$ cat src/rtl/lkdr_pkg.sv
package lkdr_pkg;

  localparam int SAMPLE_BITS = 10;
  localparam int TIME_BITS   = 32;
  localparam int CFG_BITS    = 24;
  localparam int COUNT_BITS  = 4;
  localparam int KEY_BITS    = 3;
  localparam int ADDR_BITS   = 4;
  localparam int DATA_BITS   = 32;

  // compare widths wide enough for both operands
  localparam int CMP_BITS  = (SAMPLE_BITS > 10) ? SAMPLE_BITS : 10;
  localparam int DIFF_BITS = (TIME_BITS > CFG_BITS) ? TIME_BITS : CFG_BITS;

  localparam logic [COUNT_BITS-1:0] COUNT_MAX = {COUNT_BITS{1'b1}};

  // band edges of the ladder voltage
  localparam logic [CMP_BITS-1:0] EDGE_900 = CMP_BITS'(900);
  localparam logic [CMP_BITS-1:0] EDGE_700 = CMP_BITS'(700);
  localparam logic [CMP_BITS-1:0] EDGE_600 = CMP_BITS'(600);
  localparam logic [CMP_BITS-1:0] EDGE_400 = CMP_BITS'(400);
  localparam logic [CMP_BITS-1:0] EDGE_300 = CMP_BITS'(300);
  localparam logic [CMP_BITS-1:0] EDGE_100 = CMP_BITS'(100);

  localparam logic [KEY_BITS-1:0] KEY_NONE = 3'd0;
  localparam logic [KEY_BITS-1:0] KEY_1    = 3'd1;
  localparam logic [KEY_BITS-1:0] KEY_2    = 3'd2;
  localparam logic [KEY_BITS-1:0] KEY_3    = 3'd3;
  localparam logic [KEY_BITS-1:0] KEY_4    = 3'd4;
  localparam logic [KEY_BITS-1:0] KEY_5    = 3'd5;
  localparam logic [KEY_BITS-1:0] KEY_6    = 3'd6;

  typedef enum logic [1:0] {
    REG_SLOW_DELAY = 2'd0,
    REG_FAST_DELAY = 2'd1,
    REG_IDLE_TIME  = 2'd2,
    REG_FAST_AFTER = 2'd3
  } reg_idx_e;

  localparam logic [CFG_BITS-1:0]   SLOW_DELAY_RST = CFG_BITS'(200000);
  localparam logic [CFG_BITS-1:0]   FAST_DELAY_RST = CFG_BITS'(80000);
  localparam logic [CFG_BITS-1:0]   IDLE_TIME_RST  = CFG_BITS'(400000);
  localparam logic [COUNT_BITS-1:0] FAST_AFTER_RST = COUNT_BITS'(5);

  typedef struct packed {
    logic [CFG_BITS-1:0]   slow_repeat_delay;
    logic [CFG_BITS-1:0]   fast_repeat_delay;
    logic [CFG_BITS-1:0]   idle_reset_time;
    logic [COUNT_BITS-1:0] fast_after_count;
  } cfg_t;

endpackage

$ cat src/rtl/lkdr_cfg.sv
module lkdr_cfg (
  input  logic                             clk_i,
  input  logic                             rst_ni,
  input  logic                             psel,
  input  logic                             penable,
  input  logic                             pwrite,
  input  logic [lkdr_pkg::ADDR_BITS-1:0]   paddr,
  input  logic [lkdr_pkg::DATA_BITS-1:0]   pwdata,
  output logic [lkdr_pkg::DATA_BITS-1:0]   prdata,
  output logic                             pready,
  output lkdr_pkg::cfg_t                   cfg_o
);
  import lkdr_pkg::*;

  cfg_t     cfg_q;
  logic     wr_en;
  reg_idx_e idx;

  assign pready = 1'b1;
  assign wr_en  = psel && penable && pwrite && pready;
  assign idx    = reg_idx_e'(paddr[ADDR_BITS-1:2]);

  always_ff @(posedge clk_i or negedge rst_ni) begin
    if (!rst_ni) begin
      cfg_q.slow_repeat_delay <= SLOW_DELAY_RST;
      cfg_q.fast_repeat_delay <= FAST_DELAY_RST;
      cfg_q.idle_reset_time   <= IDLE_TIME_RST;
      cfg_q.fast_after_count  <= FAST_AFTER_RST;
    end else if (wr_en) begin
      case (idx)
        REG_SLOW_DELAY: cfg_q.slow_repeat_delay <= pwdata[CFG_BITS-1:0];
        REG_FAST_DELAY: cfg_q.fast_repeat_delay <= pwdata[CFG_BITS-1:0];
        REG_IDLE_TIME:  cfg_q.idle_reset_time   <= pwdata[CFG_BITS-1:0];
        REG_FAST_AFTER: cfg_q.fast_after_count  <= pwdata[COUNT_BITS-1:0];
        default: ;
      endcase
    end
  end

  always_comb begin
    case (idx)
      REG_SLOW_DELAY: prdata = DATA_BITS'(cfg_q.slow_repeat_delay);
      REG_FAST_DELAY: prdata = DATA_BITS'(cfg_q.fast_repeat_delay);
      REG_IDLE_TIME:  prdata = DATA_BITS'(cfg_q.idle_reset_time);
      REG_FAST_AFTER: prdata = DATA_BITS'(cfg_q.fast_after_count);
      default:        prdata = '0;
    endcase
  end

  assign cfg_o = cfg_q;

endmodule

$ cat src/rtl/lkdr_classify.sv
module lkdr_classify (
  input  logic [lkdr_pkg::SAMPLE_BITS-1:0] sample_i,
  output logic [lkdr_pkg::KEY_BITS-1:0]    code_o
);
  import lkdr_pkg::*;

  logic [CMP_BITS-1:0] v;

  assign v = CMP_BITS'(sample_i);

  // values exactly on an edge fall through to no key
  always_comb begin
    case (v) inside
      [EDGE_700 + 1'b1 : EDGE_900 - 1'b1]: code_o = KEY_1;
      [EDGE_600 + 1'b1 : EDGE_700 - 1'b1]: code_o = KEY_2;
      [EDGE_400 + 1'b1 : EDGE_600 - 1'b1]: code_o = KEY_3;
      [EDGE_300 + 1'b1 : EDGE_400 - 1'b1]: code_o = KEY_4;
      [EDGE_100 + 1'b1 : EDGE_300 - 1'b1]: code_o = KEY_5;
      [0 : EDGE_100 - 1'b1]:               code_o = KEY_6;
      default:                             code_o = KEY_NONE;
    endcase
  end

endmodule

$ cat src/rtl/lkdr_core.sv
module lkdr_core (
  input  logic                           clk_i,
  input  logic                           rst_ni,
  input  lkdr_pkg::cfg_t                 cfg_i,
  input  logic                           fire_i,
  input  logic [lkdr_pkg::KEY_BITS-1:0]  code1_i,
  input  logic [lkdr_pkg::KEY_BITS-1:0]  code2_i,
  input  logic [lkdr_pkg::KEY_BITS-1:0]  code3_i,
  input  logic [lkdr_pkg::TIME_BITS-1:0] now_i,
  output logic [lkdr_pkg::KEY_BITS-1:0]  key_o
);
  import lkdr_pkg::*;

  logic [TIME_BITS-1:0]  last_q, last_d;
  logic [COUNT_BITS-1:0] count_q, count_d, count_base;
  logic [TIME_BITS-1:0]  diff;
  logic [DIFF_BITS-1:0]  diff_ext;
  logic [CFG_BITS-1:0]   delay;
  logic                  later, idle_el, press_el, hit, match;

  // time going backwards counts as not elapsed
  assign later    = now_i > last_q;
  assign diff     = now_i - last_q;
  assign diff_ext = DIFF_BITS'(diff);
  assign idle_el  = later && (diff_ext > DIFF_BITS'(cfg_i.idle_reset_time));

  assign delay = (!idle_el && (count_q > cfg_i.fast_after_count)) ?
                 cfg_i.fast_repeat_delay : cfg_i.slow_repeat_delay;
  assign press_el = later && (diff_ext > DIFF_BITS'(delay));

  assign count_base = idle_el ? '0 : count_q;
  assign hit        = (code1_i != KEY_NONE) && press_el;
  assign count_d    = (hit && (count_base != COUNT_MAX)) ? count_base + 1'b1 : count_base;
  assign match      = hit && (code1_i == code2_i) && (code2_i == code3_i);
  assign last_d     = match ? now_i : last_q;
  assign key_o      = match ? code3_i : KEY_NONE;

  always_ff @(posedge clk_i or negedge rst_ni) begin
    if (!rst_ni) begin
      last_q  <= '0;
      count_q <= '0;
    end else if (fire_i) begin
      last_q  <= last_d;
      count_q <= count_d;
    end
  end

  a_state_holds: assert property (@(posedge clk_i) disable iff (!rst_ni)
    !fire_i |=> $stable(last_q) && $stable(count_q))
    else $error("repeat state changed without a transaction");

  a_press_time: assert property (@(posedge clk_i) disable iff (!rst_ni)
    fire_i && (key_o != KEY_NONE) |=> last_q == $past(now_i))
    else $error("reported press did not record its time");

  a_count_sat: assert property (@(posedge clk_i) disable iff (!rst_ni)
    fire_i && (count_q == COUNT_MAX) && !idle_el |=> count_q == COUNT_MAX)
    else $error("repeat count wrapped");

  a_idle_clear: assert property (@(posedge clk_i) disable iff (!rst_ni)
    fire_i && idle_el |=> count_q <= COUNT_BITS'(1))
    else $error("idle gap did not clear the repeat count");

endmodule

$ cat src/rtl/ladder_keypad_debounce_repeat.sv
// Resistor-ladder keypad decoder with debounce and key repeat. Each input
// transaction is one scan (three ADC samples and a microsecond timestamp) and
// yields exactly one key_code transaction, 1..6 for a reported key or 0 for none.
// A scan is accepted every cycle unless the result register is full and not
// being drained; it is taken into the input register and its result is offered
// from the result register. The repeat rate is set by the repeat state (last press
// time and repeat count), read and updated as a scan moves between those two
// registers. Configuration is written over APB at byte addresses 0, 4, 8, 12;
// the user must do so only while no scan is in flight; the block does not check.
module ladder_keypad_debounce_repeat (
  input  logic                             clk_i,
  input  logic                             rst_ni,
  input  logic                             psel,
  input  logic                             penable,
  input  logic                             pwrite,
  input  logic [lkdr_pkg::ADDR_BITS-1:0]   paddr,
  input  logic [lkdr_pkg::DATA_BITS-1:0]   pwdata,
  output logic [lkdr_pkg::DATA_BITS-1:0]   prdata,
  output logic                             pready,
  input  logic                             in_valid_i,
  output logic                             in_ready_o,
  input  logic [lkdr_pkg::SAMPLE_BITS-1:0] first_sample_i,
  input  logic [lkdr_pkg::SAMPLE_BITS-1:0] second_sample_i,
  input  logic [lkdr_pkg::SAMPLE_BITS-1:0] third_sample_i,
  input  logic [lkdr_pkg::TIME_BITS-1:0]   now_us_i,
  output logic                             out_valid_o,
  input  logic                             out_ready_i,
  output logic [lkdr_pkg::KEY_BITS-1:0]    key_code_o
);
  import lkdr_pkg::*;

  cfg_t                   cfg;
  logic                   s1_valid_q, out_valid_q;
  logic [SAMPLE_BITS-1:0] s1_first_q, s1_second_q, s1_third_q;
  logic [TIME_BITS-1:0]   s1_now_q;
  logic [KEY_BITS-1:0]    code1, code2, code3, key_d, key_q;
  logic                   advance, fire;

  lkdr_cfg u_cfg (
    .clk_i   (clk_i),
    .rst_ni  (rst_ni),
    .psel    (psel),
    .penable (penable),
    .pwrite  (pwrite),
    .paddr   (paddr),
    .pwdata  (pwdata),
    .prdata  (prdata),
    .pready  (pready),
    .cfg_o   (cfg)
  );

  // result register free or being drained this cycle
  assign advance    = !out_valid_q || out_ready_i;
  assign fire       = s1_valid_q && advance;
  assign in_ready_o = !s1_valid_q || advance;

  always_ff @(posedge clk_i or negedge rst_ni) begin
    if (!rst_ni) begin
      s1_valid_q <= 1'b0;
    end else if (in_ready_o) begin
      s1_valid_q <= in_valid_i;
    end
  end

  always_ff @(posedge clk_i) begin
    if (in_ready_o && in_valid_i) begin
      s1_first_q  <= first_sample_i;
      s1_second_q <= second_sample_i;
      s1_third_q  <= third_sample_i;
      s1_now_q    <= now_us_i;
    end
  end

  lkdr_classify u_cls1 (.sample_i(s1_first_q),  .code_o(code1));
  lkdr_classify u_cls2 (.sample_i(s1_second_q), .code_o(code2));
  lkdr_classify u_cls3 (.sample_i(s1_third_q),  .code_o(code3));

  lkdr_core u_core (
    .clk_i   (clk_i),
    .rst_ni  (rst_ni),
    .cfg_i   (cfg),
    .fire_i  (fire),
    .code1_i (code1),
    .code2_i (code2),
    .code3_i (code3),
    .now_i   (s1_now_q),
    .key_o   (key_d)
  );

  always_ff @(posedge clk_i or negedge rst_ni) begin
    if (!rst_ni) begin
      out_valid_q <= 1'b0;
    end else if (advance) begin
      out_valid_q <= s1_valid_q;
    end
  end

  always_ff @(posedge clk_i) begin
    if (fire) begin
      key_q <= key_d;
    end
  end

  assign out_valid_o = out_valid_q;
  assign key_code_o  = key_q;

endmodule

$ cat config.mk
export PLATFORM = sky130hd
export DESIGN_NAME = ladder_keypad_debounce_repeat
export DESIGN_NICKNAME = d
export VERILOG_FILES = /design/src/rtl/lkdr_pkg.sv /design/src/rtl/lkdr_cfg.sv /design/src/rtl/lkdr_classify.sv /design/src/rtl/lkdr_core.sv /design/src/rtl/ladder_keypad_debounce_repeat.sv
export SDC_FILE = /design/constraint.sdc
export NUM_CORES = 1
export LEC_CHECK = 0
export BUFFER_PORTS_ARGS = -buffer_cell sky130_fd_sc_hd__buf_2
export CORE_MARGIN = 2
export CORE_UTILIZATION = 25
export DETAILED_ROUTE_END_ITERATION = 12
export MAX_ROUTING_LAYER = met4
export SLEW_MARGIN = 0
export SYNTH_ARGS = -nofsm -noshare
export SYNTH_HDL_FRONTEND = slang
export SYNTH_SLANG_ARGS = --single-unit
$ cat constraint.sdc
create_clock -name clk_i -period 6.84 [get_ports clk_i]
set_input_delay 1.368 -clock clk_i [delete_from_list [all_inputs] [get_ports clk_i]]
set_output_delay 1.368 -clock clk_i [all_outputs]
set_load 0.01 [all_outputs]
==> run summary <==
For this configuration, the core starts out at a cell density of 25.4%. The critical path startpoint category is a flip-flop. The boundary pin count was 143.

Sorting the synthesized cells by area gives the leading types as sky130_fd_sc_hd__dfrtp_1 21%, sky130_fd_sc_hd__edfxtp_1 17%, sky130_fd_sc_hd__ha_1 9.2%. STA puts the critical path data required time at 7.16 ns. Average vias per placed instance: 4.64. On the worst path, the slowest cell contributes a delay of 0.46 ns. Leaving out fill and tap cells, the most frequent cell in the layout is sky130_fd_sc_hd__buf_4. Port buffer count: 123. The final reports fail on setup timing. After global routing the overflow that remains totals 0. Fraction of synthesis flops using an asynchronous set or reset pin: 63.7%. On the critical path, the stage with the largest delay is an instance of sky130_fd_sc_hd__edfxtp_1. Setup violations remaining at the end of the flow were counted as 38. At the end of routability-driven placement, the weighted congestion stood at 0.872. The data arrival at the endpoint of the critical path is 7.55 ns.

Counting distinct cell types in the post-synthesis netlist gives 93. By startpoint and endpoint, the worst setup path is classified as flip-flop to flip-flop. The tightest hold path in the finished design has a slack of 0.511 ns. The cell count after synthesis came out at 1093. The final layout contains 1510 nets. The sequential area share after synthesis was 41.7%.

The top cell types in the final layout, fill and taps aside, are 130 x sky130_fd_sc_hd__buf_4, 122 x sky130_fd_sc_hd__buf_2, 95 x sky130_fd_sc_hd__dfrtp_1. The residual DRC count is 0. The run gives 8966 as the detailed-route via count.

The first routing iteration left 584 violations. The kind of path behind the tightest hold check was flip-flop to flip-flop. The post-synthesis cell type with the largest combined area is sky130_fd_sc_hd__dfrtp_1. Setup repair after global routing could not meet its margin everywhere.

The synthesized design contains 179 register bits. Timing analysis after detailed placement gives a worst setup slack of -0.818 ns. Subtracting the final worst setup slack from the clock period gives 7.23 ns. The average wire per standard cell came out at 16.0 um. The clock passes through at most 2 buffers. The later pin in the worst-skew pair is clocked with a latency of 0.44 ns.

The tools report the total count of hold-check failures in the final report as 0. Cells with a size suffix above 1 make up 33.0% of the layout. The total power was 4.93 mW. Highest attainable clock frequency: 0.138 GHz.

The repair_antennas step left the layout with diodes totalling 0. For the pin with the worst max-slew slack, the measured transition is 1.13 ns. The fraction of the core area covered by cells at the end of the flow is 31.7%, and the area of the mapped netlist is 11600 sq um. The number of antenna violations at the first check in global routing was 1; the total routing resource utilization after global routing was 13.5%. Each instance of the synthesized netlist takes up on average 10.6 sq um.

The run gives 6.16 nW as the leakage power summed over all cells. TritonCTS built the clock tree. The horizontal extent of the die works out to 219 um.

The logs give 179 for the clock sink count and 0 for the max-slew violation count. The area of the core is 45600 sq um. The count of nets left with antenna violations once routing finished came out at 0. In this run, synthesis inferred 65 flip-flops with an integrated enable. The run gives -0.391 ns as the worst setup slack after layout. The initialized floorplan defines 78 standard-cell rows. The area share of the leading cell type in the synthesized netlist came out at 20.5%. The tool flagged a number of max-cap violations equal to 0. The number of fillers in the final layout was 4692; the wire length of the first global-routing pass was 49000 um. IR analysis of the VDD net gives a maximum drop of 0.147 mV.

Entering global routing, the biggest net connects 63 pins. Among the stages of the critical path, the cell type that occurs most often is sky130_fd_sc_hd__buf_4. Summed over all layers, the routed wires come to 30900 um.

Layout-stage area growth over the synthesis result: 24.9%. The tools report the worst slew slack as a fraction of its limit as 24.0%. The run finished, with violations left. Detailed placement finished with a half-perimeter wire length of 23900 um. The floorplan step defined a die boundary enclosing 48000 sq um. After clock tree synthesis, the flow added hold-fix buffers numbering 0.

The worst setup path is captured at a flip-flop. The number of detailed-route iterations in the first pass came out at 5. TritonCTS created 17 clock buffers. For the H-tree level count, the log shows 4. The most used flip-flop cell after synthesis is sky130_fd_sc_hd__dfrtp_1. The die is 219 um tall.

Clock-pin slew was measured on the worst setup and hold paths at 0.07 ns. The tools report the via count of the first global-routing pass as 9108. During synthesis, Yosys emitted a total of 0 warnings. In the finished design, the share of the clock period the worst path needs comes to 106%.

The CTS root buffer was sky130_fd_sc_hd__clkbuf_16. The final clock skew was 0.0148 ns; the maximum fanout along the worst path was 19. Power spread over the standard cell area amounts to 341 nW/um^2.
[metrics by stage]
step | setup TNS, ns | cells | cell area (sq um)
finish | -12.33 | 1932 | 14500
global route | -30.45 | 1932 | 14500
CTS | -16.43 | 1928 | 14300
detailed placement | -28.71 | 1890 | 13600
global placement | -21.20 | 1890 | 13600
floorplan | 0 | 1100 | 11600
[layer usage]
layer	global-route usage, %	vias to the layer above	share of wire [%]
met5	-	-	0
met4	3.60	0	1.6
met3	1.91	39	3.1
met2	21.4	161	47
met1	18.0	4307	48
li1	-	4459	-
[cells by family after synthesis]
kind of cell | Yosys count | share of synthesized area (%)
AO/OA/AOI/OAI | 270 | 15.9
XOR/XNOR | 24 | 1.82
adder cells (fa/ha/maj) | 86 | 9.36
buffers and inverters | 134 | 5.73
flip-flops | 179 | 41.7
multiplexers | 136 | 14.1
other | 2 | 0.0649
AND/OR/NAND/NOR | 262 | 11.3
[synthesized netlist by cell type (19+ instances only)]
cell type / count
sky130_fd_sc_hd__o21ai_0: 81
sky130_fd_sc_hd__dfstp_2: 19
sky130_fd_sc_hd__dfrtp_1: 95
sky130_fd_sc_hd__clkbuf_1: 28
sky130_fd_sc_hd__ha_1: 85
sky130_fd_sc_hd__mux2_2: 56
sky130_fd_sc_hd__nand4_1: 24
sky130_fd_sc_hd__mux2i_1: 46
sky130_fd_sc_hd__mux2_4: 30
sky130_fd_sc_hd__inv_1: 75
sky130_fd_sc_hd__nand2_1: 93
sky130_fd_sc_hd__a21oi_1: 59
sky130_fd_sc_hd__nor2_1: 44
sky130_fd_sc_hd__nand3_1: 20
sky130_fd_sc_hd__edfxtp_1: 65
[state kept, by name, indices dropped and copies added (netlist names)]
signal	count
key_code_o	3
out_valid_o	1
s1_first_q	10
s1_now_q	32
s1_second_q	10
s1_third_q	10
s1_valid_q	1
u_cfg.cfg_o	76
u_core.count_q	4
u_core.last_q	32
[final timing paths]
path / startpoint / endpoint / slack [ns] / depth (start not counted)
max: s1_now_q[0]$_DFFE_PP_ / u_core.last_q[22]$_DFFE_PN0P_ / -0.39 / 37
min: u_core.last_q[19]$_DFFE_PN0P_ / u_core.last_q[19]$_DFFE_PN0P_ / 0.51 / 1
max reg2reg: s1_now_q[0]$_DFFE_PP_ / u_core.last_q[22]$_DFFE_PN0P_ / -0.39 / 37
min reg2reg: u_core.last_q[19]$_DFFE_PN0P_ / u_core.last_q[19]$_DFFE_PN0P_ / 0.51 / 1
max in group asynchronous: rst_ni / u_core.last_q[27]$_DFFE_PN0P_ / 4.55 / 2
min in group asynchronous: rst_ni / u_cfg.cfg_o[66]$_DFFE_PN0P_ / 0.98 / 1
[where the power goes]
group          leakage [nW]  total, mW  internal [mW]  switching [mW]
logic                  3.84       2.47           1.26            1.21
clock network         0.288      0.990          0.554           0.436
registers              2.03       1.46           1.33           0.138
total                  6.16       4.93           3.14            1.79
[timing repair]
| action | 4_1_cts | 5_1_grt |
|---|---|---|
| buffers inserted | 5 | 5 |
| pin swaps | 12 | 8 |
| endpoints found under the setup margin | 39 | 39 |
| cloned | 1 | 0 |
| resized for setup | 26 | 12 |
[worst max-delay path, delay by kind of cell (launching register included)]
family / cells / cell delay, ns
AOI/OAI and AO/OA: 15 / 2.81
and+or+nand+nor: 8 / 1.17
DFF: 1 / 0.46
buffers and inverters: 7 / 0.96
adders and majority gates: 4 / 0.99
muxes: 2 / 0.56
xor gates and xnor gates: 1 / 0.14
[area by class of cell]
cell class | instances | area [sq um] | area share, %
Inverter | 75 | 282 | 1.95
Clock buffer | 24 | 494 | 3.42
Clock inverter | 8 | 90.1 | 0.623
Tap cell | 600 | 751 | 5.19
Multi-Input combinational cell | 787 | 6290 | 43.5
Sequential cell | 179 | 4830 | 33.4
Timing Repair Buffer | 259 | 1730 | 11.9
Note: power is estimated with default switching activity, not from simulation.
